## src/rtl/mpd_pkg.sv

```systemverilog
package mpd_pkg;

  // field widths
  localparam int YEAR_W       = 12;
  localparam int MONTH_W      = 4;
  localparam int DAY_W        = 5;
  localparam int PHASE_W      = 3;
  localparam int AGE_TENTHS_W = 9;
  localparam int LIT_W        = 10;

  // illumination table size and derived index widths
  localparam int COS_TABLE_ENTRIES = 256;
  localparam int LIT_IDX_W         = $clog2(COS_TABLE_ENTRIES);
  localparam int K_W               = $clog2(COS_TABLE_ENTRIES + 1);

  // calendar
  localparam int MIN_YEAR     = 1900;
  localparam int REF_DAY      = 739201;  // day number of 2024-01-11
  localparam int Q100_W       = 6;
  localparam int DIV100_MUL   = 5243;
  localparam int DIV100_SHIFT = 19;
  localparam int DIVP_W       = YEAR_W + 13;
  localparam int DAY_SUM_W    = 23;
  localparam int DAYS_W       = 21;      // signed day offset from the reference

  // synodic reduction, all q16 days
  localparam int SYNODIC_Q16  = 1935317;
  localparam int REF_TIME_Q16 = 32631;
  localparam int Q_RECIP      = 35508;   // round(2^36 / synodic)
  localparam int Q_SHIFT      = 20;
  localparam int QE_W         = 16;
  localparam int QP_W         = 38;
  localparam int DL_W         = 38;
  localparam int REM_W        = 23;
  localparam int AGE_W        = 21;
  localparam int TENTHS_P_W   = AGE_W + 4;

  // table index estimate: floor((age * n + synodic / 2) / synodic)
  localparam int     K_SHIFT  = 22;
  localparam int     K_HALF   = SYNODIC_Q16 / 2;
  localparam longint K_MUL    = (longint'(COS_TABLE_ENTRIES) << K_SHIFT) / SYNODIC_Q16;
  localparam longint K_HALF_Q = (longint'(K_HALF) << K_SHIFT) / SYNODIC_Q16;
  localparam int     KP_W     = K_SHIFT + K_W;
  localparam int     S_W      = AGE_W + K_W;

  // phase bounds in q16 days
  localparam int PHASE_COUNT = 8;
  localparam int PHASE_BOUND [PHASE_COUNT] = '{
    65536, 483656, 549192, 967311, 1032847, 1450967, 1516503, 1935278
  };

  // q30 constants for the table build
  localparam longint unsigned PI_HALF_Q30 = 64'd1686629713;
  localparam longint          Q30_ONE     = 64'sd1073741824;

  typedef struct packed {
    logic valid;
    logic ok;
  } mpd_ctl_t;

  typedef logic [LIT_W-1:0] lit_table_t [COS_TABLE_ENTRIES];

  // day of the march-based year at which month mp starts
  function automatic logic [8:0] march_day(input logic [MONTH_W-1:0] mp);
    logic [8:0] dd;
    case (mp)
      4'd0:    dd = 9'd0;
      4'd1:    dd = 9'd31;
      4'd2:    dd = 9'd61;
      4'd3:    dd = 9'd92;
      4'd4:    dd = 9'd122;
      4'd5:    dd = 9'd153;
      4'd6:    dd = 9'd184;
      4'd7:    dd = 9'd214;
      4'd8:    dd = 9'd245;
      4'd9:    dd = 9'd275;
      4'd10:   dd = 9'd306;
      4'd11:   dd = 9'd337;
      default: dd = 9'd0;
    endcase
    return dd;
  endfunction

  function automatic logic [DAY_W-1:0] month_days(input logic [MONTH_W-1:0] m,
                                                  input logic leap);
    logic [DAY_W-1:0] len;
    case (m)
      4'd2:                    len = leap ? 5'd29 : 5'd28;
      4'd4, 4'd6, 4'd9, 4'd11: len = 5'd30;
      default:                 len = 5'd31;
    endcase
    return len;
  endfunction

  // round(500 * (1 + cos(2 pi k / n))) by quadrant folding and taylor terms in q30
  function automatic logic [LIT_W-1:0] lit_entry(input int k);
    longint unsigned t, q, r, x, x2, tc, ts, scaled;
    longint sc, ss, v;
    t  = longint'(k) * 4;
    q  = t / COS_TABLE_ENTRIES;
    r  = t % COS_TABLE_ENTRIES;
    x  = PI_HALF_Q30 * r / COS_TABLE_ENTRIES;
    x2 = (x * x) >> 30;
    tc = 64'd1073741824;
    ts = x;
    sc = Q30_ONE;
    ss = longint'(x);
    tc = ((tc * x2) >> 30) / 2;   ts = ((ts * x2) >> 30) / 6;
    sc = sc - longint'(tc);       ss = ss - longint'(ts);
    tc = ((tc * x2) >> 30) / 12;  ts = ((ts * x2) >> 30) / 20;
    sc = sc + longint'(tc);       ss = ss + longint'(ts);
    tc = ((tc * x2) >> 30) / 30;  ts = ((ts * x2) >> 30) / 42;
    sc = sc - longint'(tc);       ss = ss - longint'(ts);
    tc = ((tc * x2) >> 30) / 56;  ts = ((ts * x2) >> 30) / 72;
    sc = sc + longint'(tc);       ss = ss + longint'(ts);
    tc = ((tc * x2) >> 30) / 90;  ts = ((ts * x2) >> 30) / 110;
    sc = sc - longint'(tc);       ss = ss - longint'(ts);
    tc = ((tc * x2) >> 30) / 132; ts = ((ts * x2) >> 30) / 156;
    sc = sc + longint'(tc);       ss = ss + longint'(ts);
    tc = ((tc * x2) >> 30) / 182; ts = ((ts * x2) >> 30) / 210;
    sc = sc - longint'(tc);       ss = ss - longint'(ts);
    case (q % 4)
      0:       v = sc;
      1:       v = -ss;
      2:       v = -sc;
      default: v = ss;
    endcase
    v = v + Q30_ONE;
    if (v < 0) begin
      v = 0;
    end
    if (v > 2 * Q30_ONE) begin
      v = 2 * Q30_ONE;
    end
    scaled = (longint'(v) * 500 + (64'd1 << 29)) >> 30;
    return scaled[LIT_W-1:0];
  endfunction

  function automatic lit_table_t lit_table_build();
    lit_table_t tab;
    for (int k = 0; k < COS_TABLE_ENTRIES; k++) begin
      tab[k] = lit_entry(k);
    end
    return tab;
  endfunction

  localparam lit_table_t LIT_TABLE = lit_table_build();

endpackage

```

## src/rtl/mpd_day_count.sv

```systemverilog
module mpd_day_count import mpd_pkg::*; (
  input  logic                     clk,
  input  logic                     rst_n,
  input  logic                     in_valid,
  input  logic [YEAR_W-1:0]        year,
  input  logic [MONTH_W-1:0]       month,
  input  logic [DAY_W-1:0]         day,
  output mpd_ctl_t                 ctl,
  output logic signed [DAYS_W-1:0] days
);

  // stage 1: march-based year and the divisions by 100
  logic [YEAR_W-1:0]  yy;
  logic [MONTH_W-1:0] mp;
  logic [DIVP_W-1:0]  y_prod, yy_prod, yq_prod;

  assign yy      = (month <= 4'd2) ? year - 12'd1 : year;
  assign mp      = (month <= 4'd2) ? month + 4'd9 : month - 4'd3;
  assign y_prod  = DIVP_W'(year) * DIVP_W'(DIV100_MUL);
  assign yy_prod = DIVP_W'(yy) * DIVP_W'(DIV100_MUL);
  assign yq_prod = DIVP_W'(yy >> 2) * DIVP_W'(DIV100_MUL);

  logic               s1_valid_r;
  logic [YEAR_W-1:0]  s1_year_r, s1_yy_r;
  logic [MONTH_W-1:0] s1_month_r, s1_mp_r;
  logic [DAY_W-1:0]   s1_day_r;
  logic [Q100_W-1:0]  s1_y_q100_r, s1_yy_q100_r, s1_yy_q400_r;

  always_ff @(posedge clk) begin
    if (!rst_n) begin
      s1_valid_r <= 1'b0;
    end else begin
      s1_valid_r <= in_valid;
    end
  end

  always_ff @(posedge clk) begin
    s1_year_r    <= year;
    s1_month_r   <= month;
    s1_day_r     <= day;
    s1_yy_r      <= yy;
    s1_mp_r      <= mp;
    s1_y_q100_r  <= y_prod[DIV100_SHIFT +: Q100_W];
    s1_yy_q100_r <= yy_prod[DIV100_SHIFT +: Q100_W];
    s1_yy_q400_r <= yq_prod[DIV100_SHIFT +: Q100_W];
  end

  // stage 2: date check and day offset
  logic [YEAR_W-1:0]    y_r100;
  logic                 leap;
  logic                 ok_nxt;
  logic [DAY_SUM_W-1:0] dsum;

  assign y_r100 = s1_year_r - YEAR_W'(s1_y_q100_r) * YEAR_W'(100);
  assign leap   = ((s1_year_r[1:0] == 2'd0) && (y_r100 != '0))
               || ((y_r100 == '0) && (s1_y_q100_r[1:0] == 2'd0));
  assign ok_nxt = (s1_year_r >= YEAR_W'(MIN_YEAR)) && (s1_month_r >= 4'd1)
               && (s1_month_r <= 4'd12) && (s1_day_r >= 5'd1)
               && (s1_day_r <= month_days(s1_month_r, leap));
  assign dsum   = DAY_SUM_W'(s1_yy_r) * DAY_SUM_W'(365)
               + DAY_SUM_W'(s1_yy_r >> 2)
               - DAY_SUM_W'(s1_yy_q100_r)
               + DAY_SUM_W'(s1_yy_q400_r)
               + DAY_SUM_W'(march_day(s1_mp_r))
               + DAY_SUM_W'(s1_day_r)
               - DAY_SUM_W'(1)
               - DAY_SUM_W'(REF_DAY);

  mpd_ctl_t                 ctl_r;
  logic signed [DAYS_W-1:0] days_r;

  always_ff @(posedge clk) begin
    if (!rst_n) begin
      ctl_r <= '0;
    end else begin
      ctl_r.valid <= s1_valid_r;
      ctl_r.ok    <= ok_nxt;
    end
  end

  always_ff @(posedge clk) begin
    days_r <= dsum[DAYS_W-1:0];
  end

  assign ctl  = ctl_r;
  assign days = days_r;

endmodule

```

## src/rtl/mpd_age_reduce.sv

```systemverilog
module mpd_age_reduce import mpd_pkg::*; (
  input  logic                     clk,
  input  logic                     rst_n,
  input  mpd_ctl_t                 ctl_in,
  input  logic signed [DAYS_W-1:0] days,
  output mpd_ctl_t                 ctl,
  output logic [AGE_W-1:0]         age
);

  // stage 3: quotient estimate, within one of the true one
  logic signed [QP_W-1:0] qprod;

  assign qprod = QP_W'(days) * QP_W'(Q_RECIP);

  mpd_ctl_t                 s3_ctl_r;
  logic signed [DAYS_W-1:0] s3_days_r;
  logic signed [QE_W-1:0]   s3_qe_r;

  always_ff @(posedge clk) begin
    if (!rst_n) begin
      s3_ctl_r <= '0;
    end else begin
      s3_ctl_r <= ctl_in;
    end
  end

  always_ff @(posedge clk) begin
    s3_days_r <= days;
    s3_qe_r   <= qprod[Q_SHIFT +: QE_W];
  end

  // stage 4: remainder, lands in [-month, 2 month)
  logic signed [DL_W-1:0] delta;

  assign delta = (DL_W'(s3_days_r) <<< 16) - DL_W'(REF_TIME_Q16)
               - DL_W'(s3_qe_r) * DL_W'(SYNODIC_Q16);

  mpd_ctl_t                s4_ctl_r;
  logic signed [REM_W-1:0] s4_rem_r;

  always_ff @(posedge clk) begin
    if (!rst_n) begin
      s4_ctl_r <= '0;
    end else begin
      s4_ctl_r <= s3_ctl_r;
    end
  end

  always_ff @(posedge clk) begin
    s4_rem_r <= delta[REM_W-1:0];
  end

  // stage 5: one correction step
  logic signed [REM_W-1:0] fixed;

  always_comb begin
    if (s4_rem_r < 0) begin
      fixed = s4_rem_r + REM_W'(SYNODIC_Q16);
    end else if (s4_rem_r >= REM_W'(SYNODIC_Q16)) begin
      fixed = s4_rem_r - REM_W'(SYNODIC_Q16);
    end else begin
      fixed = s4_rem_r;
    end
  end

  mpd_ctl_t         ctl_r;
  logic [AGE_W-1:0] age_r;

  always_ff @(posedge clk) begin
    if (!rst_n) begin
      ctl_r <= '0;
    end else begin
      ctl_r <= s4_ctl_r;
    end
  end

  always_ff @(posedge clk) begin
    age_r <= fixed[AGE_W-1:0];
  end

  assign ctl = ctl_r;
  assign age = age_r;

endmodule

```

## src/rtl/mpd_illum.sv

```systemverilog
module mpd_illum import mpd_pkg::*; (
  input  logic                    clk,
  input  logic                    rst_n,
  input  mpd_ctl_t                ctl_in,
  input  logic [AGE_W-1:0]        age,
  output mpd_ctl_t                ctl,
  output logic [PHASE_W-1:0]      phase,
  output logic [AGE_TENTHS_W-1:0] age_tenths,
  output logic [LIT_W-1:0]        lit_tenths
);

  // stage 6: phase, tenths and the table index estimate
  logic [3:0]            ph_cnt;
  logic [TENTHS_P_W-1:0] tprod;
  logic [KP_W-1:0]       kprod;

  always_comb begin
    ph_cnt = '0;
    for (int i = 0; i < PHASE_COUNT; i++) begin
      if (age >= AGE_W'(PHASE_BOUND[i])) begin
        ph_cnt = ph_cnt + 4'd1;
      end
    end
  end

  assign tprod = TENTHS_P_W'(age) * TENTHS_P_W'(10);
  assign kprod = KP_W'(age) * KP_W'(K_MUL) + KP_W'(K_HALF_Q);

  mpd_ctl_t                s6_ctl_r;
  logic [AGE_W-1:0]        s6_age_r;
  logic [K_W-1:0]          s6_kq_r;
  logic [PHASE_W-1:0]      s6_phase_r;
  logic [AGE_TENTHS_W-1:0] s6_tenths_r;

  always_ff @(posedge clk) begin
    if (!rst_n) begin
      s6_ctl_r <= '0;
    end else begin
      s6_ctl_r <= ctl_in;
    end
  end

  // a count of eight (past the last bound) wraps to new moon
  always_ff @(posedge clk) begin
    s6_age_r    <= age;
    s6_kq_r     <= kprod[K_SHIFT +: K_W];
    s6_phase_r  <= ph_cnt[PHASE_W-1:0];
    s6_tenths_r <= tprod[16 +: AGE_TENTHS_W];
  end

  // stage 7: numerator and estimate times the month
  mpd_ctl_t                s7_ctl_r;
  logic [S_W-1:0]          s7_num_r, s7_prod_r;
  logic [K_W-1:0]          s7_kq_r;
  logic [PHASE_W-1:0]      s7_phase_r;
  logic [AGE_TENTHS_W-1:0] s7_tenths_r;

  always_ff @(posedge clk) begin
    if (!rst_n) begin
      s7_ctl_r <= '0;
    end else begin
      s7_ctl_r <= s6_ctl_r;
    end
  end

  always_ff @(posedge clk) begin
    s7_num_r    <= S_W'(s6_age_r) * S_W'(COS_TABLE_ENTRIES) + S_W'(K_HALF);
    s7_prod_r   <= S_W'(s6_kq_r) * S_W'(SYNODIC_Q16);
    s7_kq_r     <= s6_kq_r;
    s7_phase_r  <= s6_phase_r;
    s7_tenths_r <= s6_tenths_r;
  end

  // stage 8: fix the estimate and fold a full turn to zero
  logic [K_W-1:0]       k;
  logic [LIT_IDX_W-1:0] idx_nxt;

  assign k       = (s7_num_r >= s7_prod_r + S_W'(SYNODIC_Q16)) ? s7_kq_r + K_W'(1)
                                                                : s7_kq_r;
  assign idx_nxt = (k == K_W'(COS_TABLE_ENTRIES)) ? '0 : k[LIT_IDX_W-1:0];

  mpd_ctl_t                s8_ctl_r;
  logic [LIT_IDX_W-1:0]    s8_idx_r;
  logic [PHASE_W-1:0]      s8_phase_r;
  logic [AGE_TENTHS_W-1:0] s8_tenths_r;

  always_ff @(posedge clk) begin
    if (!rst_n) begin
      s8_ctl_r <= '0;
    end else begin
      s8_ctl_r <= s7_ctl_r;
    end
  end

  always_ff @(posedge clk) begin
    s8_idx_r    <= idx_nxt;
    s8_phase_r  <= s7_phase_r;
    s8_tenths_r <= s7_tenths_r;
  end

  // result register, fields cleared for a bad date
  mpd_ctl_t                ctl_r;
  logic [PHASE_W-1:0]      phase_r;
  logic [AGE_TENTHS_W-1:0] tenths_r;
  logic [LIT_W-1:0]        lit_r;

  always_ff @(posedge clk) begin
    if (!rst_n) begin
      ctl_r <= '0;
    end else begin
      ctl_r <= s8_ctl_r;
    end
  end

  always_ff @(posedge clk) begin
    phase_r  <= s8_ctl_r.ok ? s8_phase_r : '0;
    tenths_r <= s8_ctl_r.ok ? s8_tenths_r : '0;
    lit_r    <= s8_ctl_r.ok ? LIT_TABLE[s8_idx_r] : '0;
  end

  assign ctl        = ctl_r;
  assign phase      = phase_r;
  assign age_tenths = tenths_r;
  assign lit_tenths = lit_r;

endmodule

```

## src/rtl/moon_phase_from_date.sv

```systemverilog
// moon phase from a gregorian date. a word (year, month, day) is taken at every
// clock edge where start is high; busy stays low, so a new date can go in every
// cycle. each date gives exactly one result word, shown on the out_ ports for one
// cycle with out_valid high, once the date has gone through the pipeline registers.
// the receiver cannot stall: results must be captured when out_valid is high. the
// throughput of one word per cycle comes from a ten-register pipeline: input
// register, two calendar stages, three stages of synodic reduction, three of phase
// and table index, then the result register. a bad date (year before 1900, month
// outside 1 to 12, day outside the month) gives out_date_ok low and all other
// fields zero. the age is measured from the new moon of 2024-01-11 11:57 utc with
// the date taken at 00:00 utc; dates before it wrap to a positive age.
module moon_phase_from_date import mpd_pkg::*; (
  input  logic                    clk,
  input  logic                    rst_n,
  input  logic                    start,
  output logic                    busy,
  input  logic [YEAR_W-1:0]       in_year,
  input  logic [MONTH_W-1:0]      in_month,
  input  logic [DAY_W-1:0]        in_day,
  output logic                    out_valid,
  output logic                    out_date_ok,
  output logic [PHASE_W-1:0]      out_phase,
  output logic [AGE_TENTHS_W-1:0] out_age_tenths,
  output logic [LIT_W-1:0]        out_lit_tenths
);

  // nothing holds a word back: the pipeline moves every cycle
  assign busy = 1'b0;

  // input register
  logic               in_valid_r;
  logic [YEAR_W-1:0]  in_year_r;
  logic [MONTH_W-1:0] in_month_r;
  logic [DAY_W-1:0]   in_day_r;

  always_ff @(posedge clk) begin
    if (!rst_n) begin
      in_valid_r <= 1'b0;
    end else begin
      in_valid_r <= start && !busy;
    end
  end

  always_ff @(posedge clk) begin
    if (start && !busy) begin
      in_year_r  <= in_year;
      in_month_r <= in_month;
      in_day_r   <= in_day;
    end
  end

  // calendar check and day offset from the reference
  mpd_ctl_t                 day_ctl;
  logic signed [DAYS_W-1:0] day_offset;

  mpd_day_count u_day_count (
    .clk      (clk),
    .rst_n    (rst_n),
    .in_valid (in_valid_r),
    .year     (in_year_r),
    .month    (in_month_r),
    .day      (in_day_r),
    .ctl      (day_ctl),
    .days     (day_offset)
  );

  // q16 moon age, remainder over the mean synodic month
  mpd_ctl_t         age_ctl;
  logic [AGE_W-1:0] age_q16;

  mpd_age_reduce u_age_reduce (
    .clk    (clk),
    .rst_n  (rst_n),
    .ctl_in (day_ctl),
    .days   (day_offset),
    .ctl    (age_ctl),
    .age    (age_q16)
  );

  // phase code, tenths of a day and illumination lookup
  mpd_ctl_t res_ctl;

  mpd_illum u_illum (
    .clk        (clk),
    .rst_n      (rst_n),
    .ctl_in     (age_ctl),
    .age        (age_q16),
    .ctl        (res_ctl),
    .phase      (out_phase),
    .age_tenths (out_age_tenths),
    .lit_tenths (out_lit_tenths)
  );

  assign out_valid   = res_ctl.valid;
  assign out_date_ok = res_ctl.ok;

endmodule
```

## config.mk

```make
export PLATFORM = sky130hd
export DESIGN_NAME = moon_phase_from_date
export DESIGN_NICKNAME = d
export VERILOG_FILES = /design/src/rtl/mpd_pkg.sv /design/src/rtl/mpd_day_count.sv /design/src/rtl/mpd_age_reduce.sv /design/src/rtl/mpd_illum.sv /design/src/rtl/moon_phase_from_date.sv
export SDC_FILE = /design/constraint.sdc
export NUM_CORES = 2
export LEC_CHECK = 0
export BUFFER_PORTS_ARGS = -buffer_cell sky130_fd_sc_hd__buf_2
export CORE_ASPECT_RATIO = 1.1
export CORE_UTILIZATION = 45
export CTS_CLUSTER_DIAMETER = 30
export CTS_CLUSTER_SIZE = 30
export DETAILED_ROUTE_END_ITERATION = 10
export HOLD_SLACK_MARGIN = 0.02
export SLEW_MARGIN = 10
export SYNTH_ARGS = -nofsm -noshare
export SYNTH_HDL_FRONTEND = slang
export SYNTH_SLANG_ARGS = --single-unit
```

## constraint.sdc

```tcl
create_clock -name clk -period 5.93 [get_ports clk]
set_input_delay 1.779 -clock clk [delete_from_list [all_inputs] [get_ports clk]]
set_output_delay 1.779 -clock clk [all_outputs]
set_load 0.02 [all_outputs]
```

==> run_summary.xml <==
<?xml version="1.0" encoding="UTF-8"?>
<metrics>
  <group name="worst_hold_path">
    <metric name="worst_hold_startpoint" unit="">u_illum.s6_phase_r[2]</metric>
    <metric name="destination_of_the_worst_hold_path" unit="">u_illum.s7_phase_r[2]</metric>
    <metric name="timing.hold.worst.class" unit="">reg -&gt; reg</metric>
    <metric name="hold_depth" unit="">0</metric>
  </group>
  <group name="clock_tree">
    <metric name="cts_num_sinks" unit="">339</metric>
    <metric name="root_buffer" unit="">sky130_fd_sc_hd__clkbuf_16</metric>
    <metric name="max-clock-path-buffers" unit="">3</metric>
    <metric name="clock_pin_slew_on_the_worst_setup_and_hold_paths" unit="ns">0.04</metric>
    <metric name="clock_latency_on_the_worst_skew_pair" unit="ns">0.64</metric>
    <metric name="htreeDepth" unit="">3</metric>
    <metric name="tritoncts" unit="">built</metric>
    <metric name="numCtsBuffers" unit="">88</metric>
  </group>
  <group name="worst_setup_path">
    <metric name="critical_path.endpoint_type" unit="">flop</metric>
    <metric name="reg2reg_to" unit="">u_day_count.s1_yy_q100_r[5]</metric>
    <metric name="path_delay_family" unit="">adder cells</metric>
    <metric name="worst_path_fanout_max" unit="">3</metric>
    <metric name="slowest_cell_on_the_critical_path" unit="">sky130_fd_sc_hd__fa_2</metric>
    <metric name="timing.critical_path.buf_inv" unit="">6</metric>
    <metric name="regToRegStartpoint" unit="">in_year_r[1]</metric>
    <metric name="r2r_worst_path_depth" unit="">23</metric>
    <metric name="worstSetupPathType" unit="">reg -&gt; reg</metric>
    <metric name="ff2ff_setup_slack" unit="ns">0.11</metric>
    <metric name="setup.worst_path.start_class" unit="">flop</metric>
    <metric name="crit_chain" unit="">inv_2 -&gt; ha_4 -&gt; a21boi_4 -&gt; buf_6 -&gt; nand2b_4 -&gt; nand4_1 -&gt; xnor2_2 -&gt; inv_1 -&gt; fa_1 -&gt; fa_1 -&gt; fa_2 -&gt; inv_2 -&gt; fa_1 -&gt; inv_1 -&gt; fa_1 -&gt; inv_2 -&gt; ha_4 -&gt; o2111ai_1 -&gt; o211ai_1 -&gt; a41oi_2 -&gt; o21ba_4 -&gt; o31ai_4 -&gt; xnor2_1</metric>
    <metric name="worst-endpoint-required" unit="ns">6.43</metric>
    <metric name="max_stage_delay" unit="ns">0.64</metric>
    <metric name="critical_path_arrival" unit="ns">6.32</metric>
    <metric name="worst_path_most_repeated_cell" unit="">sky130_fd_sc_hd__fa_1</metric>
  </group>
  <group name="timing">
    <metric name="slew_at_the_pin_with_the_worst_max_slew_slack" unit="ns">0.7615</metric>
    <metric name="timing.final.setup_violations" unit="">0</metric>
    <metric name="achievable-frequency" unit="MHz">171.7</metric>
    <metric name="slew_violations" unit="">0</metric>
    <metric name="max-slew-margin-rel" unit="">0.4924</metric>
    <metric name="rsz0062_at_grt" unit="">yes</metric>
    <metric name="timing.final.crit_share" unit="">0.9819</metric>
    <metric name="layout_min_cycle_time" unit="ns">5.823</metric>
    <metric name="finalHoldViolCount" unit="">0</metric>
    <metric name="clock_skew" unit="ns">0.02748</metric>
  </group>
  <group name="placed_design">
    <metric name="place.gp.congestion" unit="">0.8805</metric>
    <metric name="hpwlAfterDp" unit="um">73130</metric>
    <metric name="total_of_buffers_placed_on_input_and_output_ports" unit="">47</metric>
    <metric name="post_dp_cell_area" unit="um^2">42220</metric>
  </group>
  <group name="cells_and_area">
    <metric name="syn_to_final_growth" unit="%">14.32</metric>
    <metric name="finalNetCount" unit="">5621</metric>
    <metric name="post-route-cell-area" unit="um^2">45750</metric>
    <metric name="insertedDiodeCount" unit="">0</metric>
    <metric name="layout-drive-gt1-share" unit="">0.09885</metric>
    <metric name="fillCellCount" unit="">8010</metric>
  </group>
  <group name="floorplan">
    <metric name="core_area" unit="um^2">88010</metric>
    <metric name="die_y" unit="um">314.8</metric>
    <metric name="die_x" unit="um">286.3</metric>
    <metric name="floorplan.initialDensity" unit="">0.4548</metric>
    <metric name="ioPinCount" unit="">49</metric>
    <metric name="placementRows" unit="">114</metric>
    <metric name="die_footprint" unit="um^2">90140</metric>
  </group>
  <group name="yosys">
    <metric name="post_synth_instance_area" unit="um^2">40020</metric>
    <metric name="synthesis.instances" unit="">4209</metric>
    <metric name="synth-edff-count" unit="">21</metric>
    <metric name="yosys-top-cells-area" unit="">sky130_fd_sc_hd__ha_1 (24%), sky130_fd_sc_hd__fa_1 (23%), sky130_fd_sc_hd__dfxtp_1 (16%)</metric>
    <metric name="synth_warnings" unit="">0</metric>
    <metric name="synth-async-reset-ratio" unit="">0</metric>
    <metric name="synth_top_area_share" unit="">0.2385</metric>
    <metric name="yosys_register_bits" unit="">339</metric>
    <metric name="ys_top_cells_by_count" unit="">sky130_fd_sc_hd__inv_1 (852), sky130_fd_sc_hd__ha_1 (763), sky130_fd_sc_hd__fa_1 (455), sky130_fd_sc_hd__dfxtp_1 (318), sky130_fd_sc_hd__nand2_1 (190)</metric>
    <metric name="ys_dominant_reg_cell" unit="">sky130_fd_sc_hd__dfxtp_1</metric>
    <metric name="yosys.cell_count.top_type" unit="">sky130_fd_sc_hd__inv_1</metric>
    <metric name="yosysTopAreaCell" unit="">sky130_fd_sc_hd__ha_1</metric>
    <metric name="synth-seq-area-share" unit="">0.1748</metric>
    <metric name="synth_nets" unit="">5451</metric>
    <metric name="synth_area_per_cell" unit="um^2">9.509</metric>
    <metric name="synth.lib_cells_used.distinct" unit="">103</metric>
  </group>
  <group name="detailed_routing">
    <metric name="vias_per_cell" unit="">5.123</metric>
    <metric name="drt_wl_total" unit="um">89490</metric>
    <metric name="dr.first_iter.drc_count" unit="">1429</metric>
    <metric name="route.antenna.remaining_nets" unit="">0</metric>
    <metric name="wl_per_cell" unit="um">15.95</metric>
    <metric name="drt_pre_antenna_iters" unit="">6</metric>
    <metric name="drc_errors" unit="">0</metric>
    <metric name="via_count" unit="">28745</metric>
  </group>
  <group name="global_routing">
    <metric name="grt_pass1_vias" unit="">29476</metric>
    <metric name="antenna_found_initial" unit="">1</metric>
    <metric name="grt_first_pass_wirelength" unit="um">148700</metric>
    <metric name="maximum_number_of_pins_on_one_net_before_global_route_repair" unit="">79</metric>
    <metric name="grtUsageTotal" unit="">0.2033</metric>
    <metric name="total_congestion_overflow_after_global_routing" unit="">0</metric>
  </group>
  <group name="status">
    <metric name="result_of_the_run" unit="">completed</metric>
  </group>
  <group name="job">
    <metric name="max-cap-violations" unit="">0</metric>
  </group>
</metrics>
[metrics by stage]
stage | TNS [ns] | hold slack [ns] | worst slack, ns | utilization | instances
6_report | 0 | 0.3173 | 0.1071 | 0.5199 | 5611
4_1_cts | -0.03292 | 0.3200 | -0.03292 | 0.5159 | 5604
5_1_grt | -0.4896 | 0.3294 | -0.1627 | 0.5199 | 5611
2_1_floorplan | 0 | 0.3096 | 0.02919 | - | 4209
3_3_place_gp | -0.01160 | 0.3110 | -0.01160 | 0.4797 | 5440
3_5_place_dp | -0.03366 | 0.3121 | -0.03031 | 0.4797 | 5440
[placed cells by master, fill, tap and decap left out, types with 13 or more instances in the layout]
master,instances
sky130_fd_sc_hd__buf_2,47
sky130_fd_sc_hd__mux2i_1,19
sky130_fd_sc_hd__a21oi_1,159
sky130_fd_sc_hd__dfxtp_1,314
sky130_fd_sc_hd__ha_1,752
sky130_fd_sc_hd__or2_2,13
sky130_fd_sc_hd__edfxtp_1,21
sky130_fd_sc_hd__xor2_1,80
sky130_fd_sc_hd__xnor2_1,165
sky130_fd_sc_hd__nor4_1,13
sky130_fd_sc_hd__and2_1,51
sky130_fd_sc_hd__clkinvlp_4,15
sky130_fd_sc_hd__o211ai_1,29
sky130_fd_sc_hd__clkbuf_16,88
sky130_fd_sc_hd__o21ai_0,131
sky130_fd_sc_hd__inv_1,840
sky130_fd_sc_hd__nor2_1,189
sky130_fd_sc_hd__nor3_1,69
sky130_fd_sc_hd__nand3_1,60
sky130_fd_sc_hd__o31ai_1,14
sky130_fd_sc_hd__a211oi_1,32
sky130_fd_sc_hd__or3_1,16
sky130_fd_sc_hd__a31oi_1,24
sky130_fd_sc_hd__nand2b_1,28
sky130_fd_sc_hd__buf_4,120
sky130_fd_sc_hd__a21o_1,62
sky130_fd_sc_hd__nor2b_1,39
sky130_fd_sc_hd__nand4_1,36
sky130_fd_sc_hd__and3_1,25
sky130_fd_sc_hd__o21a_1,27
sky130_fd_sc_hd__nand2_1,189
sky130_fd_sc_hd__fa_1,452
sky130_fd_sc_hd__a211o_1,14
[registers in the layout, summed over array words and instances (netlist names), 12 cells and up, named ones only]
register and flops:
u_illum.s7_num_r 22, u_illum.s6_age_r 21, u_day_count.days 21, in_year_r 12, u_day_count.s1_year_r 12, u_age_reduce.age 21, u_day_count.s1_yy_r 12, u_age_reduce.s3_qe_r 16
u_age_reduce.s4_rem_r 23, u_illum.s7_prod_r 30
[cell type report]
cell class / count / area (um^2) / area share
Inverter: 855 / 3209 / 0.07015
Clock buffer: 101 / 2311 / 0.05051
Multi-Input combinational cell: 2927 / 29790 / 0.6510
Tap cell: 1160 / 1451 / 0.03172
Clock inverter: 61 / 845.8 / 0.01849
Sequential cell: 339 / 7002 / 0.1530
Timing Repair Buffer: 168 / 1147 / 0.02508
[logic make-up (layout without fill, tap and decap cells)]
group           Yosys count  after routing  synth area share
fa+ha+maj              1218           1218            0.4661
buf+inv                 943           1185           0.08938
compound gates          654            654            0.1106
other cells               1              1        0.00009370
mux                      25             25          0.007284
flops                   339            339            0.1748
simple gates            777            777           0.09616
xor+xnor                252            252           0.05552
[per-layer routing]
metal	share of wire	up-vias	track usage
met5	0	-	0
met4	0.023	0	0.05761
met3	0.040	138	0.03097
met2	0.48	515	0.3414
met1	0.46	13810	0.2704
li1	-	14282	-
[repair_timing]
action,CTS,global route
hold endpoints to repair,0,0
resized for setup,2,58
pin swaps,5,41
buffers inserted,2,8
setup endpoints to repair,2,20
hold buffers,0,0
[worst max-delay path by stage]
| stage | startpoint | end | slack [ns] | depth (start not counted) |
|---|---|---|---|---|
| 3_3_place_gp | in_year_r[1] | u_day_count.s1_yy_q100_r[5] | -0.01 | 29 |
| 6_report | in_year_r[1] | u_day_count.s1_yy_q100_r[5] | 0.11 | 23 |
| 5_1_grt | in_year_r[1] | u_day_count.s1_yy_q100_r[5] | -0.16 | 28 |
| 3_5_place_dp | in_year_r[1] | u_day_count.s1_yy_q100_r[5] | -0.03 | 29 |
| 2_1_floorplan | in_year_r[2] | u_day_count.s1_yy_q100_r[5] | 0.03 | 28 |
| 4_1_cts | in_year_r[1] | u_day_count.s1_yy_q100_r[5] | -0.03 | 29 |
Power is left out: the tool's default activity adds up to more than one toggle a clock period on the data nets, which glitch-free logic cannot reach.
